File: config.mk
export PLATFORM = sky130hd
export DESIGN_NAME = radix_integer_text_parser
export DESIGN_NICKNAME = d
export VERILOG_FILES = /design/src/design/rtp_pkg.sv /design/src/design/rtp_mac.sv /design/src/design/rtp_fsm.sv /design/src/design/radix_integer_text_parser.sv
export SDC_FILE = /design/constraint.sdc
export NUM_CORES = 1
export LEC_CHECK = 0
export ABC_AREA = 1
export BUFFER_PORTS_ARGS = -buffer_cell sky130_fd_sc_hd__buf_4
export CORE_UTILIZATION = 40
export CTS_CLUSTER_DIAMETER = 80
export DETAILED_ROUTE_END_ITERATION = 8
export SETUP_SLACK_MARGIN = 0.1
export SLEW_MARGIN = 20
export SYNTH_ARGS = -nofsm -noshare
export SYNTH_HDL_FRONTEND = slang
export SYNTH_SLANG_ARGS = --single-unit
export TNS_END_PERCENT = 20
File: constraint.sdc
create_clock -name clk -period 10 [get_ports clk]
set_clock_uncertainty 0.05 [all_clocks]
set_input_delay 1.5 -clock clk [delete_from_list [all_inputs] [get_ports clk]]
set_output_delay 1.5 -clock clk [all_outputs]
set_load 0.01 [all_outputs]
File: src/design/rtp_pkg.sv
`timescale 1ns / 1ps
// ----------------------------------------------------------------------------
// rtp_pkg
// Shared types, constants and helpers of the radix integer text parser.
// ----------------------------------------------------------------------------
package rtp_pkg;

  localparam longint unsigned COUNT_MAX_DEF = 64'd65535;

  localparam int VAL_W  = 64;
  localparam int CONS_W = 16;
  localparam int BASE_W = 5;
  localparam int CH_W   = 8;

  localparam logic [CH_W-1:0] CH_SPACE   = 8'h20;
  localparam logic [CH_W-1:0] CH_MINUS   = 8'h2d;
  localparam logic [CH_W-1:0] CH_PLUS    = 8'h2b;
  localparam logic [CH_W-1:0] CH_ZERO    = 8'h30;
  localparam logic [CH_W-1:0] CH_NINE    = 8'h39;
  localparam logic [CH_W-1:0] CH_X_LO    = 8'h78;
  localparam logic [CH_W-1:0] CH_X_UP    = 8'h58;
  localparam logic [CH_W-1:0] CH_A_LO    = 8'h61;
  localparam logic [CH_W-1:0] CH_F_LO    = 8'h66;
  localparam logic [CH_W-1:0] CH_A_UP    = 8'h41;
  localparam logic [CH_W-1:0] CH_F_UP    = 8'h46;

  localparam logic [BASE_W-1:0] BASE_DEC  = 5'd10;
  localparam logic [BASE_W-1:0] BASE_OCT  = 5'd8;
  localparam logic [BASE_W-1:0] BASE_HEX  = 5'd16;
  localparam logic [BASE_W-1:0] BASE_AUTO = 5'd0;

  typedef struct packed {
    logic       ok;
    logic [3:0] val;
  } digit_t;

  typedef struct packed {
    logic              emit;
    logic [VAL_W-1:0]  value;
    logic [CONS_W-1:0] consumed;
    logic              overflow;
  } result_t;

  function automatic digit_t digit_of(input logic [CH_W-1:0] c);
    digit_t d;
    logic [CH_W-1:0] t;
    d = '0;
    t = '0;
    if (c >= CH_ZERO && c <= CH_NINE) begin
      t = c - CH_ZERO;
      d.ok = 1'b1;
      d.val = t[3:0];
    end else if (c >= CH_A_LO && c <= CH_F_LO) begin
      t = c - CH_A_LO + 8'd10;
      d.ok = 1'b1;
      d.val = t[3:0];
    end else if (c >= CH_A_UP && c <= CH_F_UP) begin
      t = c - CH_A_UP + 8'd10;
      d.ok = 1'b1;
      d.val = t[3:0];
    end
    return d;
  endfunction

endpackage

File: src/design/rtp_mac.sv
`timescale 1ns / 1ps
// ----------------------------------------------------------------------------
// rtp_mac
// Accumulate step: acc * base + digit, modulo 2^64, with signed range check.
// ----------------------------------------------------------------------------
module rtp_mac (
  input  logic [rtp_pkg::VAL_W-1:0]  acc_i,
  input  logic [rtp_pkg::BASE_W-1:0] base_i,
  input  logic [3:0]                 digit_i,
  output logic [rtp_pkg::VAL_W-1:0]  acc_o,
  output logic                       wrap_o
);

  localparam int PROD_W = rtp_pkg::VAL_W + rtp_pkg::BASE_W;

  logic [PROD_W-1:0] prod;

  // exact product plus digit; anything at bit 63 or above is past the signed max
  assign prod   = PROD_W'(acc_i) * PROD_W'(base_i) + PROD_W'(digit_i);
  assign acc_o  = prod[rtp_pkg::VAL_W-1:0];
  assign wrap_o = |prod[PROD_W-1:rtp_pkg::VAL_W-1];

endmodule

File: src/design/rtp_fsm.sv
`timescale 1ns / 1ps
// ----------------------------------------------------------------------------
// rtp_fsm
// Per-string parse state and the combinational character step.
// ----------------------------------------------------------------------------
module rtp_fsm #(
  parameter longint unsigned COUNT_MAX = rtp_pkg::COUNT_MAX_DEF
) (
  input  logic                       clk,
  input  logic                       rst_n,
  input  logic                       step_en,
  input  logic [rtp_pkg::CH_W-1:0]   ch,
  input  logic                       start_req,
  input  logic [rtp_pkg::BASE_W-1:0] radix,
  output rtp_pkg::result_t           res
);

  localparam int CNT_W = $clog2(COUNT_MAX + 64'd1);

  typedef enum logic [2:0] {
    PH_DONE,
    PH_LEAD,
    PH_SIGN,
    PH_ZERO,
    PH_DIGIT
  } phase_t;

  phase_t                     phase_r, phase_nxt;
  logic                       neg_r, neg_nxt;
  logic [rtp_pkg::BASE_W-1:0] base_r, base_nxt;
  logic [rtp_pkg::VAL_W-1:0]  acc_r, acc_nxt;
  logic [CNT_W-1:0]           cnt_r, cnt_nxt;
  logic                       wrap_r, wrap_nxt;

  // prefix stage results
  phase_t                     ph_d;
  logic                       neg_d;
  logic [rtp_pkg::BASE_W-1:0] base_d;
  logic [rtp_pkg::VAL_W-1:0]  acc_d;
  logic [CNT_W-1:0]           cnt_d;
  logic                       wrap_d;
  logic                       go_d;

  rtp_pkg::digit_t            dig;
  logic [rtp_pkg::VAL_W-1:0]  mac_acc;
  logic                       mac_wrap;
  logic [63:0]                cnt_ext;

  function automatic logic [CNT_W-1:0] bump(input logic [CNT_W-1:0] c);
    return (c < CNT_W'(COUNT_MAX)) ? c + CNT_W'(1) : c;
  endfunction

  assign dig = rtp_pkg::digit_of(ch);

  // leading spaces, sign and auto prefix
  always_comb begin
    ph_d   = start_req ? PH_LEAD : phase_r;
    neg_d  = start_req ? 1'b0 : neg_r;
    base_d = start_req ? radix : base_r;
    acc_d  = start_req ? '0 : acc_r;
    cnt_d  = start_req ? '0 : cnt_r;
    wrap_d = start_req ? 1'b0 : wrap_r;
    go_d   = 1'b1;
    if (ph_d == PH_LEAD) begin
      if (ch == rtp_pkg::CH_SPACE) begin
        cnt_d = bump(cnt_d);
        go_d  = 1'b0;
      end else if (ch == rtp_pkg::CH_MINUS) begin
        neg_d = 1'b1;
        cnt_d = bump(cnt_d);
        ph_d  = PH_SIGN;
        go_d  = 1'b0;
      end else if (ch == rtp_pkg::CH_PLUS) begin
        cnt_d = bump(cnt_d);
        ph_d  = PH_SIGN;
        go_d  = 1'b0;
      end else begin
        ph_d = PH_SIGN;
      end
    end
    if (go_d && ph_d == PH_SIGN) begin
      if (base_d == rtp_pkg::BASE_AUTO && ch == rtp_pkg::CH_ZERO) begin
        cnt_d = bump(cnt_d);
        ph_d  = PH_ZERO;
        go_d  = 1'b0;
      end else begin
        if (base_d == rtp_pkg::BASE_AUTO) begin
          base_d = rtp_pkg::BASE_DEC;
        end
        ph_d = PH_DIGIT;
      end
    end
    if (go_d && ph_d == PH_ZERO) begin
      if (ch == rtp_pkg::CH_X_LO || ch == rtp_pkg::CH_X_UP) begin
        base_d = rtp_pkg::BASE_HEX;
        cnt_d  = bump(cnt_d);
        go_d   = 1'b0;
      end else begin
        base_d = rtp_pkg::BASE_OCT;
      end
      ph_d = PH_DIGIT;
    end
  end

  rtp_mac u_mac (
    .acc_i   (acc_d),
    .base_i  (base_d),
    .digit_i (dig.val),
    .acc_o   (mac_acc),
    .wrap_o  (mac_wrap)
  );

  // digit accumulation or stop
  always_comb begin
    phase_nxt    = ph_d;
    neg_nxt      = neg_d;
    base_nxt     = base_d;
    acc_nxt      = acc_d;
    cnt_nxt      = cnt_d;
    wrap_nxt     = wrap_d;
    cnt_ext      = 64'(cnt_d);
    res.emit     = 1'b0;
    res.value    = neg_d ? ('0 - acc_d) : acc_d;
    res.consumed = cnt_ext[rtp_pkg::CONS_W-1:0];
    res.overflow = wrap_d;
    if (go_d) begin
      case (ph_d)
        PH_DIGIT: begin
          if (dig.ok && rtp_pkg::BASE_W'(dig.val) < base_d) begin
            acc_nxt  = mac_acc;
            wrap_nxt = wrap_d | mac_wrap;
            cnt_nxt  = bump(cnt_d);
          end else begin
            res.emit  = 1'b1;
            phase_nxt = PH_DONE;
          end
        end
        default: begin
          phase_nxt = PH_DONE;
        end
      endcase
    end
  end

  always_ff @(posedge clk) begin
    if (!rst_n) begin
      phase_r <= PH_DONE;
      neg_r   <= 1'b0;
      base_r  <= rtp_pkg::BASE_DEC;
      wrap_r  <= 1'b0;
    end else if (step_en) begin
      phase_r <= phase_nxt;
      neg_r   <= neg_nxt;
      base_r  <= base_nxt;
      wrap_r  <= wrap_nxt;
    end
  end

  // accumulator and count are cleared by every start
  always_ff @(posedge clk) begin
    if (step_en) begin
      acc_r <= acc_nxt;
      cnt_r <= cnt_nxt;
    end
  end

endmodule

File: src/design/radix_integer_text_parser.sv
`timescale 1ns / 1ps
// ----------------------------------------------------------------------------
// radix_integer_text_parser
// Streaming strtol-style integer parser, one character per beat.
// ----------------------------------------------------------------------------
// Usage:
//   Input beats carry one character (in_ch), a start flag (in_start_req)
//   and a radix (in_radix, sampled with start; 0 selects auto detection).
//   A start opens a new string and drops any unfinished one. The first
//   character that is not part of the number closes the string and gives
//   one output beat: signed value, characters consumed and overflow flag.
//   Characters after that give nothing until the next start.
//   A closing character reaches the output through the input register,
//   then the result register.
//   Throughput: one character per cycle while the receiver does not stall;
//   the accumulate step (acc * base + digit with range check) is combinational.
//   When the receiver stalls, the result register holds its beat, the
//   input register holds the next character and in_ready drops once both
//   are full. Reset returns the parser to waiting for a start and empties
//   both registers.
// ----------------------------------------------------------------------------
module radix_integer_text_parser #(
  parameter longint unsigned COUNT_MAX = rtp_pkg::COUNT_MAX_DEF
) (
  input  logic                        clk,
  input  logic                        rst_n,
  input  logic                        in_valid,
  output logic                        in_ready,
  input  logic [rtp_pkg::CH_W-1:0]    in_ch,
  input  logic                        in_start_req,
  input  logic [rtp_pkg::BASE_W-1:0]  in_radix,
  output logic                        out_valid,
  input  logic                        out_ready,
  output logic signed [rtp_pkg::VAL_W-1:0] out_value,
  output logic [rtp_pkg::CONS_W-1:0]  out_consumed,
  output logic                        out_overflow
);

  logic                       in_valid_r, in_valid_nxt;
  logic [rtp_pkg::CH_W-1:0]   ch_r;
  logic                       start_r;
  logic [rtp_pkg::BASE_W-1:0] radix_r;

  logic                       out_valid_r, out_valid_nxt;
  logic [rtp_pkg::VAL_W-1:0]  value_r;
  logic [rtp_pkg::CONS_W-1:0] consumed_r;
  logic                       overflow_r;

  logic                       adv;
  logic                       step_go;
  logic                       in_acc;
  rtp_pkg::result_t           res;

  assign adv      = !out_valid_r || out_ready;
  assign step_go  = in_valid_r && adv;
  assign in_ready = !in_valid_r || step_go;
  assign in_acc   = in_valid && in_ready;

  always_comb begin
    in_valid_nxt = in_valid_r;
    if (in_acc) begin
      in_valid_nxt = 1'b1;
    end else if (step_go) begin
      in_valid_nxt = 1'b0;
    end
    out_valid_nxt = out_valid_r;
    if (adv) begin
      out_valid_nxt = step_go && res.emit;
    end
  end

  rtp_fsm #(
    .COUNT_MAX (COUNT_MAX)
  ) u_fsm (
    .clk       (clk),
    .rst_n     (rst_n),
    .step_en   (step_go),
    .ch        (ch_r),
    .start_req (start_r),
    .radix     (radix_r),
    .res       (res)
  );

  always_ff @(posedge clk) begin
    if (!rst_n) begin
      in_valid_r  <= 1'b0;
      out_valid_r <= 1'b0;
    end else begin
      in_valid_r  <= in_valid_nxt;
      out_valid_r <= out_valid_nxt;
    end
  end

  always_ff @(posedge clk) begin
    if (in_acc) begin
      ch_r    <= in_ch;
      start_r <= in_start_req;
      radix_r <= in_radix;
    end
    if (adv && step_go && res.emit) begin
      value_r    <= res.value;
      consumed_r <= res.consumed;
      overflow_r <= res.overflow;
    end
  end

  assign out_valid    = out_valid_r;
  assign out_value    = value_r;
  assign out_consumed = consumed_r;
  assign out_overflow = overflow_r;

`ifndef SYNTHESIS
  a_reset_empties_output: assert property (@(posedge clk)
    !rst_n |=> !out_valid_r)
    else $error("result register not empty after reset");

  a_stall_blocks_input: assert property (@(posedge clk) disable iff (!rst_n)
    (out_valid_r && !out_ready) |-> (in_ready == !in_valid_r))
    else $error("input side moved while result stalled");

  a_result_from_item: assert property (@(posedge clk) disable iff (!rst_n)
    $rose(out_valid_r) |-> $past(in_valid_r))
    else $error("result beat without a character in the input register");

  a_held_char_stable: assert property (@(posedge clk) disable iff (!rst_n)
    (in_valid_r && !step_go) |=> (in_valid_r && $stable(ch_r) && $stable(start_r)))
    else $error("held character lost before it was stepped");
`endif

endmodule

* Word-level counts from Yosys, hierarchy flattened
Cells that the tools add are included.
Word-level totals: bits of input ports 18, word-level logic and storage cells 128, register bits after elaboration 187, output and inout bits 83
Cells by class: order comparisons 11, reduce and logical (&&, ||, !) cells 20, equal/unequal tests 10, multiplexer cells 60, multiply operators 1, add/subtract/negate cells 11, bitwise operators 1
Operators by type and width (count):
- 64-bit two-way mux | 5
- 16-bit two-way mux | 16
- 69-bit by 4-bit adder with 69-bit output | 1
- 64-bit by 5-bit multiplier with 69-bit output | 1
- 16-bit by 1-bit adder with 16-bit output, second input constant | 4
- 16-bit < comparator, second input constant | 4
- 1-bit by 64-bit subtractor with 64-bit output, first input constant | 1
- 5-bit two-way mux | 9
- 8-bit by 6-bit equality test with 1-bit output, second input constant | 4
- 3-bit two-way mux | 9
- 1-bit two-way mux | 21
- 8-bit by 7-bit equality test with 1-bit output, second input constant | 2
- 8-bit by 7-bit >= comparator with 1-bit output, second input constant | 2
- 8-bit by 7-bit less-or-equal comparator with 1-bit output, second input constant | 2
- 1-bit logical AND | 12
- 4-bit by 1-bit subtractor with 4-bit output, second input constant | 3
- 4-bit adder, second input constant | 2
- 8-bit by 6-bit >= comparator with 1-bit output, second input constant | 1
- 8-bit by 6-bit less-or-equal comparator with 1-bit output, second input constant | 1
- 3-bit by 2-bit equality test with 1-bit output, second input constant | 2
- 6-bit OR reduction | 1
- 5-bit zero test | 1
- 4-bit by 5-bit < comparator with 1-bit output | 1
- 3-bit by 1-bit equality test with 1-bit output, second input constant | 1
- 5 further kinds | 8

* Logic depth before layout (Yosys ltp)
Gate-level depths: netlist of run 1.
depth after elaboration 20, depth in mapped cells 46

* Modules after synthesis
A second synthesis of run 1 with hierarchy kept.
Second synthesis, totals: cells, all modules 3614, area total of the unflattened synthesis 24931.4 um^2
By module, submodules not included:
- rtp_mac | sequential area each 0.0 um^2, cells an instance 2229, area an instance 13509.2 um^2, instances 1
- rtp_fsm | sequential area each 2602.5 um^2, cells an instance 1273, area an instance 8461.9 um^2, instances 1
- radix_integer_text_parser | sequential area each 2892.8 um^2, cells an instance 112, area an instance 2960.3 um^2, instances 1

* Worst setup path before layout of run 1
Ideal clock, no wire load.
path type register to register, start register ch_r[0] (netlist bit), end register u_fsm.acc_r[50] (netlist bit), data pin, path slack 2.504 ns, stages on the path, launching flop included 37, period minus slack after synthesis 7.496 ns, path buffers 3, library setup time 0.268 ns, arrival time 7.178 ns, path through edfxtp_1 > ha_1 > nand3_1 > nand3_1 > nand2_2 > clkinv_2 > buf_6 > nor3_2 > nand2_1 > inv_1 > buf_2 > a21oi_1 > inv_2 > clkbuf_1 > nor2_1 > fa_1 > fa_1 > inv_1 > fa_1 > inv_1 > ha_1 > a21oi_1 > nand2_1 > a21oi_1 > o21ai_0 > a21boi_0 > o21ai_0 > a21boi_0 > o21ai_0 > a21boi_0 > inv_1 > a31oi_1 > o21ai_0 > a21o_1 > a21oi_1 > xor2_1 > o21ai_0
Between the ends: longest elaborated chain between the ends 15, elaborated cells between the ends (all ways) 54, classes of those cells add/sub (6); mul (1); order compare (7); eq/ne (9); mux (23); reduce/logical (8)
Ends and longest elaborated chain:
- start, declared | RTL line radix_integer_text_parser.sv:40 | logic [rtp_pkg::CH_W-1:0] ch_r;
- start signal, assigned | RTL line radix_integer_text_parser.sv:96 | ch_r <= in_ch;
- 8-bit by 6-bit equality test with 1-bit output | RTL line rtp_fsm.sv:73 | end else if (ch == rtp_pkg::CH_PLUS) begin
- 1-bit two-way mux | RTL line rtp_fsm.sv:73
- 1-bit two-way mux | RTL line rtp_fsm.sv:68 | end else if (ch == rtp_pkg::CH_MINUS) begin
- 1-bit two-way mux | RTL line rtp_fsm.sv:65 | if (ch == rtp_pkg::CH_SPACE) begin
- 1-bit two-way mux | RTL line rtp_fsm.sv:64 | if (ph_d == PH_LEAD) begin
- 1-bit logical AND | RTL line rtp_fsm.sv:81 | if (go_d && ph_d == PH_SIGN) begin
- 3-bit two-way mux | RTL line rtp_fsm.sv:81
- 3-bit by 2-bit equality test with 1-bit output | RTL line rtp_fsm.sv:93 | if (go_d && ph_d == PH_ZERO) begin
- 1-bit logical AND | RTL line rtp_fsm.sv:93
- 5-bit two-way mux | RTL line rtp_fsm.sv:93
- 64-bit by 5-bit multiplier with 69-bit output / 4-bit by 5-bit < comparator with 1-bit output (equally long branches) | RTL line rtp_mac.sv:19, rtp_fsm.sv:129
- 69-bit by 4-bit adder with 69-bit output / 1-bit logical AND (equally long branches) | RTL line rtp_mac.sv:19, rtp_fsm.sv:129
- 64-bit two-way mux | RTL line rtp_fsm.sv:129 | if (dig.ok && rtp_pkg::BASE_W'(dig.val) < base_d) begin
- 64-bit two-way mux | RTL line rtp_fsm.sv:127 | case (ph_d)
- 64-bit two-way mux (*) | RTL line rtp_fsm.sv:126 | if (go_d) begin
- net u_fsm.acc_nxt (one bit) | RTL line rtp_fsm.sv:31 | logic [rtp_pkg::VAL_W-1:0] acc_r, acc_nxt;
- end signal, assigned | RTL line rtp_fsm.sv:162 | acc_r <= acc_nxt;
- end, declared | RTL line rtp_fsm.sv:31
Mark *: on every way through the listed nets, which the timed path passes. The rest lies on a longest branch. A chain may end at the register's enable or synchronous reset.

* Final worst setup path of run 1
start register start_r, end register u_fsm.acc_r[57] (netlist bit), data pin
Between the ends: longest elaborated chain between the ends 14, elaborated cells between the ends (all ways) 32, classes of those cells add/sub (1); mul (1); order compare (1); eq/ne (4); mux (20); reduce/logical (5)
Ends and longest elaborated chain:
- start, declared | RTL line radix_integer_text_parser.sv:41 | logic start_r;
- start signal, assigned | RTL line radix_integer_text_parser.sv:97 | start_r <= in_start_req;
- 3-bit two-way mux | RTL line rtp_fsm.sv:57 | ph_d = start_req ? PH_LEAD : phase_r;
- 3-bit by 1-bit equality test with 1-bit output / 3-bit two-way mux (equally long branches) | RTL line rtp_fsm.sv:64, rtp_fsm.sv:65
- 3-bit two-way mux | RTL line rtp_fsm.sv:64
- 3-bit by 2-bit equality test with 1-bit output | RTL line rtp_fsm.sv:81
- 1-bit logical AND | RTL line rtp_fsm.sv:81
- 3-bit two-way mux | RTL line rtp_fsm.sv:81
- 3-bit by 2-bit equality test with 1-bit output | RTL line rtp_fsm.sv:93
- 1-bit logical AND | RTL line rtp_fsm.sv:93
- 5-bit two-way mux | RTL line rtp_fsm.sv:93
- 64-bit by 5-bit multiplier with 69-bit output / 4-bit by 5-bit < comparator with 1-bit output (equally long branches) | RTL line rtp_mac.sv:19, rtp_fsm.sv:129
- 69-bit by 4-bit adder with 69-bit output / 1-bit logical AND (equally long branches) | RTL line rtp_mac.sv:19, rtp_fsm.sv:129
- 64-bit two-way mux | RTL line rtp_fsm.sv:129
- 64-bit two-way mux | RTL line rtp_fsm.sv:127
- 64-bit two-way mux (*) | RTL line rtp_fsm.sv:126
- net u_fsm.acc_nxt (one bit) | RTL line rtp_fsm.sv:31
Marked as above.

==> metrics.csv, run 1 <==
stage,metric,value,unit
setup_path,crit_slowest_cell,fa_1,
sta,fin_crit_sh,90.5,%
power_and_ir_drop,peakVddDrop,0.000139,V
layout,nets,3359,
sta,fin_crit,9050,ps
clock_tree,path_clk_slew,80,ps
setup_path,critical_path.max_stage_delay,510,ps
logic_synthesis,ys_top_cells_by_area,"edfxtp_1 23%, fa_1 17%, inv_1 9.5%",
floorplanning,io-pin-count,101,
layout,multiInputGateArea,14500,µm²
logic_synthesis,ys.flop_type,edfxtp_1,
setup_path,worstPathArrival,9260,ps
setup_path,start_kind,flip-flop,
power_and_ir_drop,p_total,2.55,mW
sta,hold_viol,0,
logic_synthesis,synth_seq_cells,187,
clock_tree,clock_sinks,187,
logic_synthesis,synth_nets,3294,
setup_path,worstPathRequired,10210,ps
logic_synthesis,yosysWarnings,0,
routing,dr.pass1.iters,5,
place,hpwl,51.2,mm
floorplanning,die_w,239,µm
setup_path,path_class,flip-flop to flip-flop,
sta,max_freq,110,MHz
routing,ant_nets,0,
global_route,grt_use_total,23.6,%
global_route,grt_pass1_wl,105,mm
clock_tree,hold_buffers,0,
place,place_congestion,0.958,
routing,drtIter0Drc,1273,
logic_synthesis,synth-edff-count,175,
setup_path,worst-path-buf-inv,6,
floorplanning,num_rows,86,
layout,fillers,5668,
routing,vias,19582,
sta,relSlewSlack,39.1,%
job,drv_cap,0,
run_status,status,completed,
floorplanning,start_util,40.7,%
floorplanning,fp.dieH,239,µm
global_route,overflow,0,
layout,final_core_util,44.5,%
floorplanning,dieArea,57200,µm²
logic_synthesis,synth_top_area_share,23.4,%
logic_synthesis,async_reset_ff_share,0,%
power_and_ir_drop,cellLeakagePower,11.9,nW
sta,worstMarginPinSlew,914,ps
setup_path,crit_family,compound AO/OA/AOI/OAI gates,
global_route,antenna_found_initial,0,
sta,final-setup-viol-count,0,
clock_tree,cts_buffers,17,
global_route,grt_pass1_vias,19801,
logic_synthesis,syn_area,22500,µm²
logic_synthesis,synth_area_per_cell,7.66,µm²
clock_tree,cts_tree,yes,
layout,syn_to_final_growth,9.44,%
routing,post_drt_via_cell_ratio,5.20,
routing,drc,0,
layout,final-seq-area,5500,µm²
setup_path,worstSetupEndpointType,flip-flop,
layout,stdcell_count,3763,
logic_synthesis,ys_seq_area_share,24.4,%
global_route,grt_max_degree,73,
sta,setup_tns,0,ps
layout,most-common-layout-cells,"567 x inv_1, 501 x nor2_1, 471 x nand2_1, 190 x fa_1, 175 x edfxtp_1",
routing,wl_per_cell,17.4,µm
place,dp_cells,3730,
clock_tree,htreeDepth,4,
power_and_ir_drop,p_per_area,104,nW/µm²
layout,n_antenna_cell,0,
setup_path,cp_max_fo,40,
clock_tree,clock_latency,510,ps
logic_synthesis,syn_inst,2937,
floorplanning,core,55300,µm²
place,numPortBuffers,100,
setup_path,cpMostUsedCell,o21ai_1,
clock_tree,cts.path.max_buffers,2,
clock_tree,cts_root_buf,clkbuf_16,
logic_synthesis,yosys.area.top_type,edfxtp_1,
routing,finalWirelength,65.3,mm
layout,drive_gt1_share,9.22,%
sta,finalMaxSlewViolations,0,
layout,mostFrequentLayoutCell,inv_1,
logic_synthesis,synth_cell_types,67,
min_path,hp-class,flip-flop to flip-flop,
sta,rsz0062_at_grt,false,
## registers in the layout (all words and copies together) (netlist names)
name and flops:
out_value 64, u_fsm.acc_r 64, out_consumed 16, u_fsm.wrap_r 1, ch_r 8, u_fsm.neg_r 1
u_fsm.base_r 5, out_overflow 1, out_valid 1, start_r 1, radix_r 5, in_valid_r 1
u_fsm.cnt_r 16, u_fsm.phase_r 3
## cell type report
cell class | instances | area share [%]
inverter | 596 | 9.14
sequential | 187 | 22.3
tap | 748 | 3.80
timing repair buffer | 117 | 3.65
multi-input combinational | 2083 | 58.8
clock buffer | 18 | 1.74
clock inverter | 14 | 0.575
## metal layers
| metal | GRT usage (%) | routed length (µm) |
|---|---|---|
| met1 | 28.8 | 27400 |
| met5 | 0 | 0 |
| met4 | 11.3 | 2870 |
| met2 | 40.3 | 31700 |
| met3 | 4.00 | 3320 |
## worst paths after layout
check              startpoint               end  slack, ps  depth (start not counted)
min reg2reg  u_fsm.phase_r[0]  u_fsm.phase_r[0]        420                          2
max                   start_r   u_fsm.acc_r[57]        950                         34
max reg2reg           start_r   u_fsm.acc_r[57]        950                         34
min          u_fsm.phase_r[0]  u_fsm.phase_r[0]        420                          2
## cells in the mapped netlist, types with 9 or more instances
cell type / number
a21oi_1: 124
a31oi_1: 34
buf_1: 18
clkbuf_1: 44
dfxtp_1: 12
edfxtp_1: 175
fa_1: 190
ha_1: 149
inv_1: 571
inv_2: 19
nand2_1: 471
nand2_2: 28
nand3_1: 105
nand3_2: 10
nand4_1: 35
nor2_1: 502
nor2_2: 13
nor2_4: 18
nor3_1: 27
nor4_1: 9
o21ai_0: 119
o21ai_1: 13
xnor2_1: 38
xor2_1: 92
## power by group
| group | internal, mW | switching, mW | total, mW |
|---|---|---|---|
| Combinational | 0.307 | 0.615 | 0.921 |
| Clock | 0.367 | 0.343 | 0.710 |
| Sequential | 0.899 | 0.0180 | 0.917 |
## kinds of logic after synthesis
family                   Yosys count  share of synthesized area [%]
AND/OR/NAND/NOR                 1264                           25.0
flip-flops                       187                           24.4
buffers and inverters            667                           11.4
multiplexers                       4                          0.178
AO/OA/AOI/OAI                    346                           8.66
XOR/XNOR                         130                           5.06
adder cells (fa/ha/maj)          339                           25.2
## metrics by stage
| stage | hold slack (ps) | worst slack, ps | instance area [µm²] |
|---|---|---|---|
| 2_1_floorplan | 392 | 2500 | 22500 |
| 3_3_place_gp | 406 | 1120 | 24000 |
| 3_5_place_dp | 410 | 709 | 24000 |
| 4_1_cts | 422 | 685 | 24600 |
| 5_1_grt | 452 | 115 | 24600 |
| 6_report | 419 | 950 | 24600 |
## worst reg2reg max path: cells and delay by family (launching register included)
family                     cells  cell delay (ps)
AOI/OAI and AO/OA             16             3630
adders and majority gates      4             1860
buffers and inverters          6             1440
and+or+nand+nor                7             1160
DFF                            1              490
xor gates and xnor gates       1              160
## repair_timing
action | in CTS | in global routing
setup buffers | 0 | 0
setup endpoints to repair | 0 | 2
gates resized for setup | 0 | 1
Power figures use the tool's default switching activity.
==> run 2: changes to the inputs <==
- RECOVER_POWER: not set -> 25
- REMOVE_ABC_BUFFERS: not set -> 1
==> run 2 against run 1 <==
Die area is the same. The run now ends with max-capacitance violations, max-slew violations left. Maximum frequency down 0.18%. Global-route usage down 0.74 points. Combinational power shrank 2%.
==> metrics.csv, run 2 (synthesized netlist as in run 1, its figures left out) <==
stage,metric,value,unit,change
setup_path,worstSetupEndpointType,flip-flop,,
power_and_ir_drop,cellLeakagePower,11.6,nW,-2.4%
place,numPortBuffers,100,,unchanged
global_route,grt_use_total,22.8,%,-0.74 points
layout,n_antenna_cell,0,,unchanged
floorplanning,fp.dieH,239,µm,unchanged
setup_path,worst-path-buf-inv,7,,+1
routing,drtIter0Drc,1243,,-2.4%
sta,worstMarginPinSlew,2470,ps,+1560 ps
layout,drive_gt1_share,6.66,%,-2.6 points
sta,fin_crit,9070,ps,+15.9 ps
layout,most-common-layout-cells,"567 x inv_1, 501 x nor2_1, 472 x nand2_1, 190 x fa_1, 175 x edfxtp_1",,
setup_path,path_class,flip-flop to flip-flop,,
place,hpwl,49.1,mm,-4.2%
routing,post_drt_via_cell_ratio,5.13,,-1.4%
setup_path,crit_slowest_cell,edfxtp_1,,
place,dp_cells,3729,,-0.027%
floorplanning,start_util,40.7,%,unchanged
layout,stdcell_count,3764,,+0.027%
global_route,grt_pass1_vias,19707,,-0.47%
sta,max_freq,110,MHz,-0.18%
min_path,hp-class,flip-flop to flip-flop,,
layout,mostFrequentLayoutCell,inv_1,,
clock_tree,path_clk_slew,80,ps,about the same
power_and_ir_drop,p_total,2.56,mW,+0.51%
floorplanning,io-pin-count,101,,unchanged
clock_tree,clock_sinks,187,,unchanged
clock_tree,htreeDepth,4,,unchanged
setup_path,worstPathRequired,10400,ps,+190 ps
sta,finalMaxSlewViolations,41,,+41
setup_path,start_kind,flip-flop,,
clock_tree,hold_buffers,0,,unchanged
routing,drc,0,,unchanged
setup_path,worstPathArrival,9470,ps,+210 ps
setup_path,cp_max_fo,32,,-20%
sta,relSlewSlack,-64.9,%,-100 points
clock_tree,clock_latency,520,ps,about the same
routing,vias,19312,,-1.4%
layout,fillers,5684,,+0.28%
place,place_congestion,0.938,,-2.1%
clock_tree,cts_buffers,17,,unchanged
routing,dr.pass1.iters,6,,+1
floorplanning,die_w,239,µm,unchanged
layout,nets,3360,,+0.030%
setup_path,critical_path.max_stage_delay,540,ps,+30 ps
sta,setup_tns,0,ps,unchanged
power_and_ir_drop,peakVddDrop,0.000159,V,+14%
run_status,status,"complete, but fails checks",,
global_route,antenna_found_initial,1,,+1
clock_tree,cts_tree,yes,,
routing,wl_per_cell,16.7,µm,-3.6%
power_and_ir_drop,p_per_area,105,nW/µm²,+1.8%
layout,syn_to_final_growth,8.07,%,
setup_path,crit_family,compound AO/OA/AOI/OAI gates,,
routing,ant_nets,0,,unchanged
sta,whs,421,ps,+2.00 ps
global_route,grt_pass1_wl,102,mm,-2.7%
sta,rsz0062_at_grt,false,,
floorplanning,core,55300,µm²,unchanged
sta,final-setup-viol-count,0,,unchanged
sta,hold_viol,0,,unchanged
sta,fin_crit_sh,90.7,%,+0.16 points
clock_tree,cts.path.max_buffers,2,,unchanged
run_status,violations,"max-capacitance violations, max-slew violations",,
global_route,overflow,0,,unchanged
setup_path,cpMostUsedCell,a21oi_1,,
floorplanning,dieArea,57200,µm²,unchanged
layout,final_core_util,43.9,%,-0.56 points
global_route,grt_max_degree,72,,-1.4%
floorplanning,num_rows,86,,unchanged
routing,finalWirelength,63.0,mm,-3.6%
clock_tree,cts_root_buf,clkbuf_16,,
job,drv_cap,1,,+1
==> run 2: changes by cell type in the layout (fill, tap and decap cells not counted), moves of 2 or more <==
cell,previous run,this run
buf_4,116,26
clkbuf_1,1,79
clkbuf_4,0,14
clkinv_1,6,4
inv_6,4,6
==> run 2: metrics by stage <==
stage               area, µm²  worst slack, ps
finish                  24300              934
global route            24300              314
CTS                     24600              545
detailed placement      24000              592
global placement        24000             1020
floorplan               22200             41.2
==> run 2: layer usage <==
metal,track usage (%),part of all wire [%],up-vias,routed length [µm]
met5,0,0,-,0
met4,8.02,2.6,0,1630
met3,3.34,4.1,91,2590
met2,39.8,49,449,30800
met1,28.7,44,9398,28000
li1,-,-,9374,-
==> run 2: layout make-up <==
type	count	area, µm²	area share (%)
multi-input cells	2083	14400	59.4
flip-flops and latches	187	5500	22.6
inverters	596	2250	9.25
well taps	748	936	3.85
repair buffers	118	593	2.44
clock buffers	18	429	1.77
clock inverters	14	159	0.654
==> run 2: worst paths after layout <==
check                        start          endpoint  slack (ps)  depth (start not counted)
setup / recovery           start_r      u_fsm.wrap_r         930                         37
hold / removal    u_fsm.phase_r[0]  u_fsm.phase_r[0]         420                          2
setup reg to reg           start_r      u_fsm.wrap_r         930                         37
hold reg to reg   u_fsm.phase_r[0]  u_fsm.phase_r[0]         420                          2
==> run 2: timing repair <==
item	4_1_cts	5_1_grt
buffers inserted	0	3
endpoints found under the setup margin	0	9
resized for setup	0	1
endpoints found under the hold margin	0	0
==> run 2: worst min-delay path, cell delays in order, from the launching register on <==
cell and delay [ps]:
dfxtp_1 320, nand2_1 60, a21oi_1 50
==> run 2: power breakdown <==
group          switching [mW]  internal [mW]
clock network           0.369          0.374
registers              0.0140          0.898
logic                   0.610          0.296
==> run 3: changes to the inputs <==
- CORE_UTILIZATION: 40 -> 63
- PLACE_DENSITY: not set -> 0.81
- SYNTH_HIERARCHICAL: not set -> 1
==> run 3 against run 2 <==
The flow still finishes with violations (max-capacitance violations, max-slew violations). Synthesized cell count up 23%. Critical path depth fell by 2. Largest power group is now combinational cells. Combinational power rose by 6.0%. Critical endpoint is now u_fsm/acc_r[58]. First-iteration DRC count increased by 58%. Power grew 0.65%. Largest cell class unchanged.
==> metrics.csv, run 3 <==
stage,metric,value,unit,change
sta,worstMarginPinSlew,2190,ps,-279 ps
floorplanning,io-pin-count,101,,unchanged
logic_synthesis,synth_cell_types,59,,-12%
layout,syn_to_final_growth,6.44,%,
sta,fin_ws,1590,ps,+657 ps
clock_tree,cts_resized,0,,unchanged
floorplanning,core,38800,µm²,-30%
power_and_ir_drop,netSwitchingFraction,39.7,%,+0.93 points
run_status,status,"complete, but fails checks",,
routing,wl_per_cell,15.7,µm,-6.4%
sta,hold_viol,0,,unchanged
power_and_ir_drop,cellLeakagePower,15.8,nW,+36%
clock_tree,clock_sinks,187,,unchanged
layout,most-common-layout-cells,"1029 x nand2_1, 979 x inv_1, 230 x nor2_1, 190 x fa_1, 175 x edfxtp_1",,
power_and_ir_drop,p_per_area,97.1,nW/µm²,-7.8%
clock_tree,hold_buffers,0,,unchanged
logic_synthesis,post-synth-top-count-cell,nand2_1,,
setup_path,worstPathRequired,10180,ps,-220 ps
floorplanning,fp.dieH,201,µm,-16%
routing,vias,22388,,+16%
logic_synthesis,synth_seq_cells,187,,unchanged
power_and_ir_drop,combinationalPowerShare,37.2,%,+1.8 points
run_status,violations,"max-capacitance violations, max-slew violations",,
setup_path,cp_max_fo,38,,+19%
job,drv_cap,1,,unchanged
setup_path,reg2reg_from,start_r,,
sta,setup_tns,0,ps,unchanged
floorplanning,start_util,64.2,%,+24 points
logic_synthesis,ys.flop_type,edfxtp_1,,
layout,mostFrequentLayoutCell,nand2_1,,
sta,fin_crit_sh,84.1,%,-6.6 points
power_and_ir_drop,peakVddDrop,0.000137,V,-14%
global_route,overflow,0,,unchanged
sta,relSlewSlack,-47.1,%,+18 points
place,dp_cells,4172,,+12%
setup_path,r2r_end,u_fsm/acc_r[58],,
logic_synthesis,async_reset_ff_share,0,%,unchanged
place,post-place-ws,1840,ps,+1250 ps
logic_synthesis,ys_top_cells_by_area,"edfxtp_1 21%, nand2_1 16%, fa_1 15%",,
routing,ant_nets,0,,unchanged
floorplanning,num_rows,72,,-16%
power_and_ir_drop,p_switching,1.02,mW,+3.1%
logic_synthesis,syn_inst,3614,,+23%
clock_tree,path_clk_slew,80,ps,about the same
layout,nets,4030,,+20%
clock_tree,cts_root_buf,clkbuf_16,,
floorplanning,dieArea,40400,µm²,-29%
layout,final-seq-area,5500,µm²,unchanged
sta,final-setup-viol-count,0,,unchanged
setup_path,worstPathArrival,8580,ps,-890 ps
power_and_ir_drop,power.internal,1.55,mW,-0.88%
setup_path,start_kind,flip-flop,,
place,hpwl,50.9,mm,+3.8%
setup_path,crit_slowest_cell,edfxtp_1,,
min_path,hp-class,flip-flop to flip-flop,,
sta,max_freq,119,MHz,+7.8%
global_route,antenna_found_initial,0,,-1
routing,drtIter0Drc,1966,,+58%
clock_tree,cts_tree,yes,,
sta,rsz0062_at_grt,false,,
layout,fillers,3388,,-40%
routing,finalWirelength,65.8,mm,+4.5%
setup_path,critical_path.max_stage_delay,880,ps,+340 ps
power_and_ir_drop,p_total,2.58,mW,+0.65%
clock_tree,clock_latency,520,ps,about the same
global_route,grt_max_degree,76,,+5.6%
setup_path,r2r_slack,1590,ps,+660 ps
routing,dr.pass1.iters,5,,-1
clock_tree,cts.path.max_buffers,2,,unchanged
layout,multiInputGateArea,15300,µm²,+6.2%
setup_path,worst-path-buf-inv,8,,+1
sta,whs,432,ps,+11.4 ps
setup_path,path_class,flip-flop to flip-flop,,
place,numPortBuffers,100,,unchanged
global_route,grt_use_total,33.8,%,+11 points
layout,drive_gt1_share,7.84,%,+1.2 points
place,place_congestion,0.994,,+6.0%
floorplanning,die_w,201,µm,-16%
sta,finalMaxSlewViolations,40,,-2.4%
logic_synthesis,ys_seq_area_share,22.0,%,-2.4 points
global_route,grt_pass1_wl,108,mm,+5.4%
logic_synthesis,yosysWarnings,6,,+6
min_path,worstHoldEndpoint,u_fsm/phase_r[1],,
clock_tree,htreeDepth,4,,unchanged
routing,post_drt_via_cell_ratio,5.32,,+3.8%
min_path,min_delay_path_depth,2,,unchanged
setup_path,rr_worst_depth,35,,-5.4%
power_and_ir_drop,power.share.sequential,35.2,%,-0.4 points
routing,drc,0,,unchanged
setup_path,worstSetupEndpointType,flip-flop,,
logic_synthesis,yosys.area.top_type,edfxtp_1,,
global_route,grt_pass1_vias,21654,,+9.9%
clock_tree,post_cts_buffers,0,,unchanged
layout,n_antenna_cell,0,,unchanged
logic_synthesis,syn_area,24900,µm²,+11%
clock_tree,cts_buffers,17,,unchanged
logic_synthesis,synthTopCellsByCount,"1030 x nand2_1, 984 x inv_1, 232 x nor2_1",,
logic_synthesis,synth_area_per_cell,6.90,µm²,-9.9%
logic_synthesis,synth-edff-count,175,,unchanged
layout,stdcell_count,4205,,+12%
setup_path,crit_family,simple AND/OR/NAND/NOR gates,,
sta,fin_crit,8410,ps,-657 ps
power_and_ir_drop,clock_power_share,27.6,%,-1.4 points
min_path,hp-start,u_fsm/phase_r[1],,
logic_synthesis,synth_top_area_share,21.1,%,-2.3 points
==> run 3: cells by family after synthesis <==
logic type	after synthesis	share of synthesized area [%]
adders and majority gates	338	22.7
and+or+nand+nor	1611	28.1
buffers and inverters	1082	16.6
AOI/OAI and AO/OA	271	6.09
DFF	187	22.0
xor gates and xnor gates	125	4.54
==> run 3: power groups by stage <==
stage	sequential, mW	clock, mW	combinational (mW)
finish	0.906	0.712	0.959
global placement	0.923	0	0.927
CTS	0.906	0.729	0.950
floorplan	0.925	0	0.688
detailed placement	0.923	0	0.941
global route	0.909	0.756	1.08
==> run 3: how the worst max path moves through the flow <==
stage               startpoint  cells after the start  slack, ps              end
global placement       start_r                     35       1960  u_fsm/acc_r[58]
global route           start_r                     35       1100  u_fsm/acc_r[58]
detailed placement     start_r                     35       1840  u_fsm/acc_r[58]
CTS                    start_r                     35       1770  u_fsm/acc_r[58]
finish                 start_r                     35       1590  u_fsm/acc_r[58]
floorplan              start_r                     21       1180   u_fsm/cnt_r[8]
==> run 3: per-stage QoR <==
stage | area, µm² | util (%)
3_3_place_gp | 26100 | 67.3
6_report | 26500 | 68.3
3_5_place_dp | 26100 | 67.3
2_1_floorplan | 24600 | -
5_1_grt | 26500 | 68.3
4_1_cts | 26700 | 68.8
==> run 3: final cells by class <==
type                            instances  area share (%)
Multi-Input combinational cell       2345            57.8
Sequential cell                       187            20.7
Inverter                             1008            14.3
Timing Repair Buffer                  115            2.64
Tap cell                              518            2.44
Clock buffer                           19            1.63
Clock inverter                         13           0.533
==> run 3: routing by layer <==
layer / up-vias / routed length (µm) / global-route usage, %
met2: 946 / 29700 / 53.3
met3: 153 / 5620 / 6.20
met1: 10412 / 28200 / 45.9
li1: 10877 / - / -
met4: 0 / 2280 / 14.1
met5: - / 0 / 0
==> run 3: worst register-to-register path: cells and delay by family, from the launching register on <==
family,cells,cell delay (ps)
XOR/XNOR,1,80
adder cells (fa/ha/maj),4,1890
AO/OA/AOI/OAI,7,1230
buffers and inverters,8,1500
flip-flops,1,880
AND/OR/NAND/NOR,15,2470
